--- config.mk ---
export PLATFORM = sky130hd
export DESIGN_NAME = bscb_skid
export DESIGN_NICKNAME = d
export VERILOG_FILES = /design/src/design/bscb_pkg.sv /design/src/design/bscb_skid.sv
export SDC_FILE = /design/constraint.sdc
export NUM_CORES = 1
export LEC_CHECK = 0
export ABC_CLOCK_PERIOD_IN_PS = 134000
export BUFFER_PORTS_ARGS = -buffer_cell sky130_fd_sc_hd__clkbuf_2
export CORE_MARGIN = 10
export CORE_UTILIZATION = 45
export CTS_CLUSTER_DIAMETER = 40
export DETAILED_ROUTE_END_ITERATION = 10
export PLACE_DENSITY_LB_ADDON = 0.3
export SYNTH_ARGS = -nofsm -noshare
export SYNTH_HDL_FRONTEND = slang
export SYNTH_SLANG_ARGS = --single-unit
--- constraint.sdc ---
create_clock -name clk_i -period 134 [get_ports clk_i]
set_input_delay 0 -clock clk_i [delete_from_list [all_inputs] [get_ports clk_i]]
set_output_delay 0 -clock clk_i [all_outputs]
set_load 0.01 [all_outputs]
--- src/design/bscb_pkg.sv ---
// Shared types and constants for the B-spline cell to Bezier point converter.
`timescale 1ns / 1ps
`default_nettype none

package bscb_pkg;

  localparam int unsigned FRAC_BITS_DEF = 16;
  localparam int unsigned HGT_W         = 32;
  localparam int unsigned POS_W         = 2;
  localparam int unsigned LANES         = 3;
  localparam int unsigned NPTS          = 3;

  // position codes; the unused code behaves as a middle position
  localparam logic [POS_W-1:0] POS_FIRST  = 2'd0;
  localparam logic [POS_W-1:0] POS_MIDDLE = 2'd1;
  localparam logic [POS_W-1:0] POS_LAST   = 2'd2;

  typedef logic signed [HGT_W-1:0] hgt_t;

  // pass control: pos steers this pass, aux rides along for the next one
  typedef struct packed {
    logic             valid;
    logic [POS_W-1:0] pos;
    logic [POS_W-1:0] aux;
  } ctl_t;

  // nine result heights, entry r*3+c is sub-row r, sub-column c
  typedef logic [LANES*NPTS-1:0][HGT_W-1:0] bez_t;

endpackage

`default_nettype wire

--- src/design/bscb_skid.sv ---
// Output register with one skid entry; upstream ready comes from a flop.
`timescale 1ns / 1ps
`default_nettype none

module bscb_skid import bscb_pkg::*; #(
  parameter int unsigned DW = $bits(bez_t)
) (
  input  logic          clk_i,
  input  logic          rst_ni,
  input  logic          valid_i,
  output logic          ready_o,
  input  logic [DW-1:0] data_i,
  output logic          valid_o,
  input  logic          ready_i,
  output logic [DW-1:0] data_o
);

  logic          out_valid_q, skid_valid_q;
  logic [DW-1:0] out_q, skid_q;

  assign ready_o = ~skid_valid_q;
  assign valid_o = out_valid_q;
  assign data_o  = out_q;

  always_ff @(posedge clk_i or negedge rst_ni) begin
    if (!rst_ni) begin
      out_valid_q  <= 1'b0;
      skid_valid_q <= 1'b0;
    end else if (ready_i || !out_valid_q) begin
      // drain the skid entry first; no new beat is taken while it is full
      out_valid_q  <= skid_valid_q | valid_i;
      skid_valid_q <= 1'b0;
    end else if (valid_i && !skid_valid_q) begin
      skid_valid_q <= 1'b1;
    end
  end

  always_ff @(posedge clk_i) begin
    if (ready_i || !out_valid_q) begin
      out_q <= skid_valid_q ? skid_q : data_i;
    end else if (valid_i && !skid_valid_q) begin
      skid_q <= data_i;
    end
  end

endmodule

`default_nettype wire

==> results.ini, run 1 <==
[logic_synthesis]
ys_seq_area_share_pct = 82.4
synth_fp_nets = 1196
ys_types = 10
postSynthCellCount = 904
netlist_area_sq_mm = 0.0211
synth_seq_cells = 578
synth_area_per_cell_sq_um = 23.3
synth-warning-count = 0

[global_routing]
grt_pass1_wl_mm = 85.4
grt_max_degree = 154
grt_use_total_pct = 20.0
antenna_found_initial = 0
overflow = 0
grt_pass1_vias = 13600

[placed_design]
dp_hpwl_mm = 35.9
io_buffers = 581
gp_congestion = 0.804

[pwr]
peakVddDrop_uv = 14.4
clkPwrFrac_pct = 43.2
powerDensity_mw_per_mm2 = 15.6
seq_power_share_pct = 47.2
pwr-share-comb_pct = 9.6
swShare_pct = 23.2
p_leak_uw = 0.0115
internal_power_uw = 357
power.total_uw = 465
switchingPower_uw = 108

[clocking]
htreeDepth = 3
root_buffer = clkbuf_16
cts_resized = 0
cts_tree = done
clkTransAtPathRegs_ns = 0.06
clk_path_buf_depth = 3
cts_num_sinks = 578
post-cts-setup-buffers = 0
numCtsBuffers = 75
clock_latency_ns = 0.62

[detailed_routing]
viasPerCell = 4.94
drtIter0Drc = 951
wire_per_inst_um = 22.8
wl_met3_mm = 4.72
drt-met1-wl_mm = 20.9
drc = 0
top_layer_used = met4
num_vias = 12300
dr_wl_met2_mm = 29.3
ant_nets = 0
dr.pass1.iters = 4
wirelength_mm = 56.9

[critical_path]
reg2reg_depth = 3
critPathLaunchType = register
worstPathMaxFanout = 69
r2r-start = skid_valid_q$_DFFE_PN0P_
worstSetupEndpointType = register
worstPathRequired_ns = 134.22
crit_type = register to register
arrival_ns = 3.66
worstSetupStartpoint = skid_valid_q$_DFFE_PN0P_

[timing]
max_slew_margin_pct = 28.1
final.setup.tns_ns = 0
finalHoldViolations = 0
fin_crit_sh_pct = 2.57
fmax_ghz = 0.291
worst_slew_pin_slew_ns = 1.08
maxSlewViolCount = 0
rsz0062_at_grt = false
layout_min_cycle_time_ns = 3.44
setup_viol = 0
finClkSkew_ns = 0.0182

[finish]
nNetsFinal = 2122
syn_to_final_growth_pct = 41.6
drive_gt1_share_pct = 53.0
fill_cells = 3084

[floorplanning]
initial_core_util_pct = 45.4
core_area_sq_mm = 0.0464
die_h_um = 236
fp.dieArea_sq_mm = 0.0558
rows = 79
ios = 582
dieWidth_um = 236

[worst_hold_path]
hp-start = data_i[9]
hold_depth = 2
hp-class = primary input to register

[run]
cap_violations = 0

[outcome]
status = completed

==> path summary, 6_finish.rpt <==
path / end / slack, ns
worst min-delay path: skid_q[9]$_DFFE_PP_ / 0.12
max in group asynchronous: skid_valid_q$_DFFE_PN0P_ / 133.56
worst min register to register: data_o[179]$_DFFE_PP_ / 0.54
worst max register to register: skid_q[163]$_DFFE_PP_ / 130.56
min in group asynchronous: skid_valid_q$_DFFE_PN0P_ / 0.29
worst max-delay path: skid_q[163]$_DFFE_PP_ / 130.56
==> through the flow <==
step	hold WS [ns]	cell area [sq um]	cells	util, %	worst slack [ns]
5_1_grt	0.100	29800	2494	64.3	130.41
6_report	0.118	29800	2497	64.3	130.56
4_1_cts	0.0685	29800	2494	64.3	130.63
2_1_floorplan	-0.296	21100	904	-	88.45
3_5_place_dp	-0.209	24400	2069	52.6	130.65
3_3_place_gp	-0.211	24400	2069	52.6	130.71
==> worst max-delay path, stage by stage (launching register included) <==
cell and delay, ns:
dfrtp_4 0.80, nor3b_2 0.46, buf_4 0.74, buf_4 0.86
==> power groups by stage <==
| stage | Clock, uW | Sequential, uW | Combinational [uW] |
|---|---|---|---|
| 3_3_place_gp | 0 | 223 | 36.5 |
| 3_5_place_dp | 0 | 223 | 37.2 |
| 5_1_grt | 211 | 220 | 47.7 |
| 2_1_floorplan | 0 | 233 | 15.2 |
| 6_report | 201 | 219 | 44.6 |
| 4_1_cts | 204 | 219 | 44.6 |
==> layout by cell type (no fill, tap or decap) <==
master | synthesis | final
buf_12 | 0 | 2
buf_4 | 0 | 7
bufinv_16 | 0 | 7
clkbuf_1 | 0 | 9
clkbuf_16 | 0 | 77
clkbuf_2 | 0 | 581
clkinv_1 | 0 | 5
clkinv_2 | 0 | 8
clkinv_4 | 0 | 5
clkinv_8 | 0 | 1
clkinvlp_4 | 0 | 2
dfrtp_1 | 2 | 1
dfrtp_4 | 0 | 1
diode_2 | 0 | 3
dlygate4sd3_1 | 0 | 291
edfxtp_1 | 576 | 576
inv_1 | 1 | 1
inv_6 | 0 | 14
inv_8 | 0 | 6
mux2_2 | 288 | 288
nand2_1 | 1 | 1
nand2b_4 | 0 | 1
nor2_1 | 2 | 2
nor3b_2 | 0 | 1
==> layout make-up <==
type                       count  area (sq um)  share of cell area [%]
sequential                   578         17400                    58.2
timing repair buffer         881          5910                    19.8
multi-input combinational    293          3280                    11.0
clock buffer                  86          1960                    6.58
tap                          607           759                    2.55
clock inverter                48           534                    1.79
antenna                        3          7.51                  0.0252
inverter                       1          3.75                  0.0126
==> metal layers <==
metal / vias to the layer above / GRT usage [%]
met5: - / 0
met4: 0 / 9.07
met3: 118 / 6.79
met2: 547 / 34.0
met1: 6155 / 22.2
li1: 5526 / -
==> cell families (layout without fill, tap and decap cells) <==
kind of cell  after synthesis  after routing  synth area share (%)
flops                     578            578                  82.4
mux                       288            288                  15.4
buf+inv                    33           1016                  2.07
simple gates                5              5                 0.119
other cells                 0              3                     0
==> registers in the layout, summed over array words and instances, names as in the netlist <==
name / flops
skid_valid_q: 1
data_o: 288
skid_q: 288
valid_o: 1
==> Yosys cell counts <==
library cell  instances  area, sq um
edfxtp_1            576        17300
mux2_2              288         3240
clkbuf_8             29          399
buf_6                 3         33.8
dfrtp_1               2         50.1
nor2_1                2         7.51
inv_1                 1         3.75
nand2_1               1         3.75
nand2b_1              1         6.26
nor3b_1               1         7.51
==> repair_timing <==
item	CTS	global route
setup endpoints to repair	0	0
hold buffers	291	0
hold endpoints to repair	580	0
No activity file was read; power rests on OpenSTA's default activity.
==> run 2, diff against run 1 <==
--- a/config.mk
+++ b/config.mk
@@ -5,7 +5,7 @@
 export SDC_FILE = /design/constraint.sdc
 export NUM_CORES = 1
 export LEC_CHECK = 0
-export ABC_CLOCK_PERIOD_IN_PS = 134000
+export ABC_CLOCK_PERIOD_IN_PS = 3300
 export BUFFER_PORTS_ARGS = -buffer_cell sky130_fd_sc_hd__clkbuf_2
 export CORE_MARGIN = 10
 export CORE_UTILIZATION = 45
==> constraint.sdc (replaced) <==
create_clock -name clk_i -period 3.3 [get_ports clk_i]
set_input_delay 0 -clock clk_i [delete_from_list [all_inputs] [get_ports clk_i]]
set_output_delay 0 -clock clk_i [all_outputs]
set_load 0.01 [all_outputs]
==> run 2 against run 1 <==
Sequential cell count is the same. Die area unchanged. Clock skew about the same. Wire length shrank 2.1%. Design area hardly changed. Non-clock buffer count rose by 3. Clock power grew to 38 times the previous value.
==> results.ini, run 2 (same netlist as run 1, synthesis figures left out) <==
[floorplanning]
die_h_um = 236
core_area_sq_mm = 0.0464
dieWidth_um = 236
fp.dieArea_sq_mm = 0.0558
rows = 79
initial_core_util_pct = 45.4
ios = 582

[timing]
final.setup.worst_slack_ns = 1.27
rsz0062_at_grt = false
finClkSkew_ns = 0.0186
finalHoldViolations = 0
layout_min_cycle_time_ns = 2.03
max_slew_margin_pct = 30.7
maxSlewViolCount = 0
setup_viol = 0
timing.hold.ws_ns = 0.118
fmax_ghz = 0.493
fin_crit_sh_pct = 61.5
worst_slew_pin_slew_ns = 1.04

[clocking]
root_buffer = clkbuf_16
cts_num_sinks = 578
clock_latency_ns = 0.58
clkTransAtPathRegs_ns = 0.06
post-cts-setup-buffers = 0
cts_tree = done
clk_path_buf_depth = 3
htreeDepth = 3
numCtsBuffers = 71

[finish]
syn_to_final_growth_pct = 41.5
final_cell_mix = clkbuf_2 (581), edfxtp_1 (576), dlygate4sd3_1 (291)
design_area_sq_mm = 0.0298
nNetsFinal = 2121
stdcell_count = 2498
drive_gt1_share_pct = 52.9
final_common_cell = clkbuf_2
fill_cells = 3096

[worst_hold_path]
hp-class = primary input to register

[placed_design]
dp_cells = 2072
io_buffers = 581
dp_hpwl_mm = 35.8
gp_congestion = 0.795
placed_area_sq_mm = 0.0245
place_ws_ns = 1.29

[critical_path]
arrival_ns = 2.27
critPathLaunchType = register
worstSetupStartpoint = skid_valid_q$_DFFE_PN0P_
r2r-start = skid_valid_q$_DFFE_PN0P_
worstPathRequired_ns = 3.54
crit_type = register to register
rrSetupSlack_ns = 1.27
worstPathMaxFanout = 56
worst_r2r_endpoint = skid_q[175]$_DFFE_PP_
crit_end = skid_q[175]$_DFFE_PP_
worstSetupEndpointType = register
reg2reg_depth = 3

[outcome]
status = completed

[global_routing]
grt_max_degree = 155
grt_use_total_pct = 19.6
grt_pass1_wl_mm = 84.3
antenna_found_initial = 9
grt_pass1_vias = 13600
overflow = 0

[detailed_routing]
ant_nets = 0
num_vias = 12300
drc = 0
drtIter0Drc = 924
dr.pass1.iters = 4
wire_per_inst_um = 22.3
wirelength_mm = 55.7
viasPerCell = 4.92

[pwr]
powerDensity_mw_per_mm2 = 619
p_leak_uw = 0.0115
peakVddDrop_uv = 564

[run]
cap_violations = 0

-- run 2: timing repair --
item,in CTS,in global routing
hold endpoints to repair,580,0
hold buffers,291,0
endpoints found under the setup margin,0,0
gates resized for setup,0,0
-- run 2: area by class of cell --
cell class | instances | area [sq um] | area share, %
sequential | 578 | 17400 | 58.2
timing repair buffer | 884 | 6010 | 20.2
multi-input combinational | 293 | 3280 | 11.0
clock buffer | 84 | 1880 | 6.31
tap | 607 | 759 | 2.55
clock inverter | 45 | 488 | 1.64
antenna | 6 | 15.0 | 0.0504
inverter | 1 | 3.75 | 0.0126
-- run 2: power by group --
group / internal, uW / switching (uW) / leakage, uW
Clock: 4630 / 3100 / 0.00113
Combinational: 890 / 951 / 0.00481
Sequential: 8720 / 164 / 0.00555
Total: 14200 / 4210 / 0.0115
-- run 2: through the flow --
stage               util, %  total power [uW]  setup TNS [ns]
floorplan                 -              9940        -6146.67
global placement       52.8             10500               0
detailed placement     52.8             10600               0
CTS                    64.2             18600               0
global route           64.2             19100               0
finish                 64.3             18500               0
-- run 2: worst min path at each step --
stage,from,end,slack (ns),cells after the start
floorplan,rst_ni,skid_valid_q$_DFFE_PN0P_,-0.30,0
global placement,rst_ni,valid_o$_DFFE_PN0P_,-0.20,1
detailed placement,rst_ni,valid_o$_DFFE_PN0P_,-0.20,1
CTS,data_i[224],skid_q[224]$_DFFE_PP_,0.09,2
global route,data_i[18],skid_q[18]$_DFFE_PP_,0.12,2
finish,ready_i,valid_o$_DFFE_PN0P_,0.12,4
-- run 2: layer usage --
layer	routed length, um	global-route usage (%)	up-vias
met2	29100	33.6	518
li1	-	-	5520
met4	1520	7.47	6
met3	4640	6.56	91
met5	31	0	-
met1	20500	22.5	6163
-- run 2: critical path, cell delays in order (launching register included) --
cell and delay [ns]:
dfrtp_4 0.51, nor3b_2 0.38, buf_12 0.34, buf_4 0.42
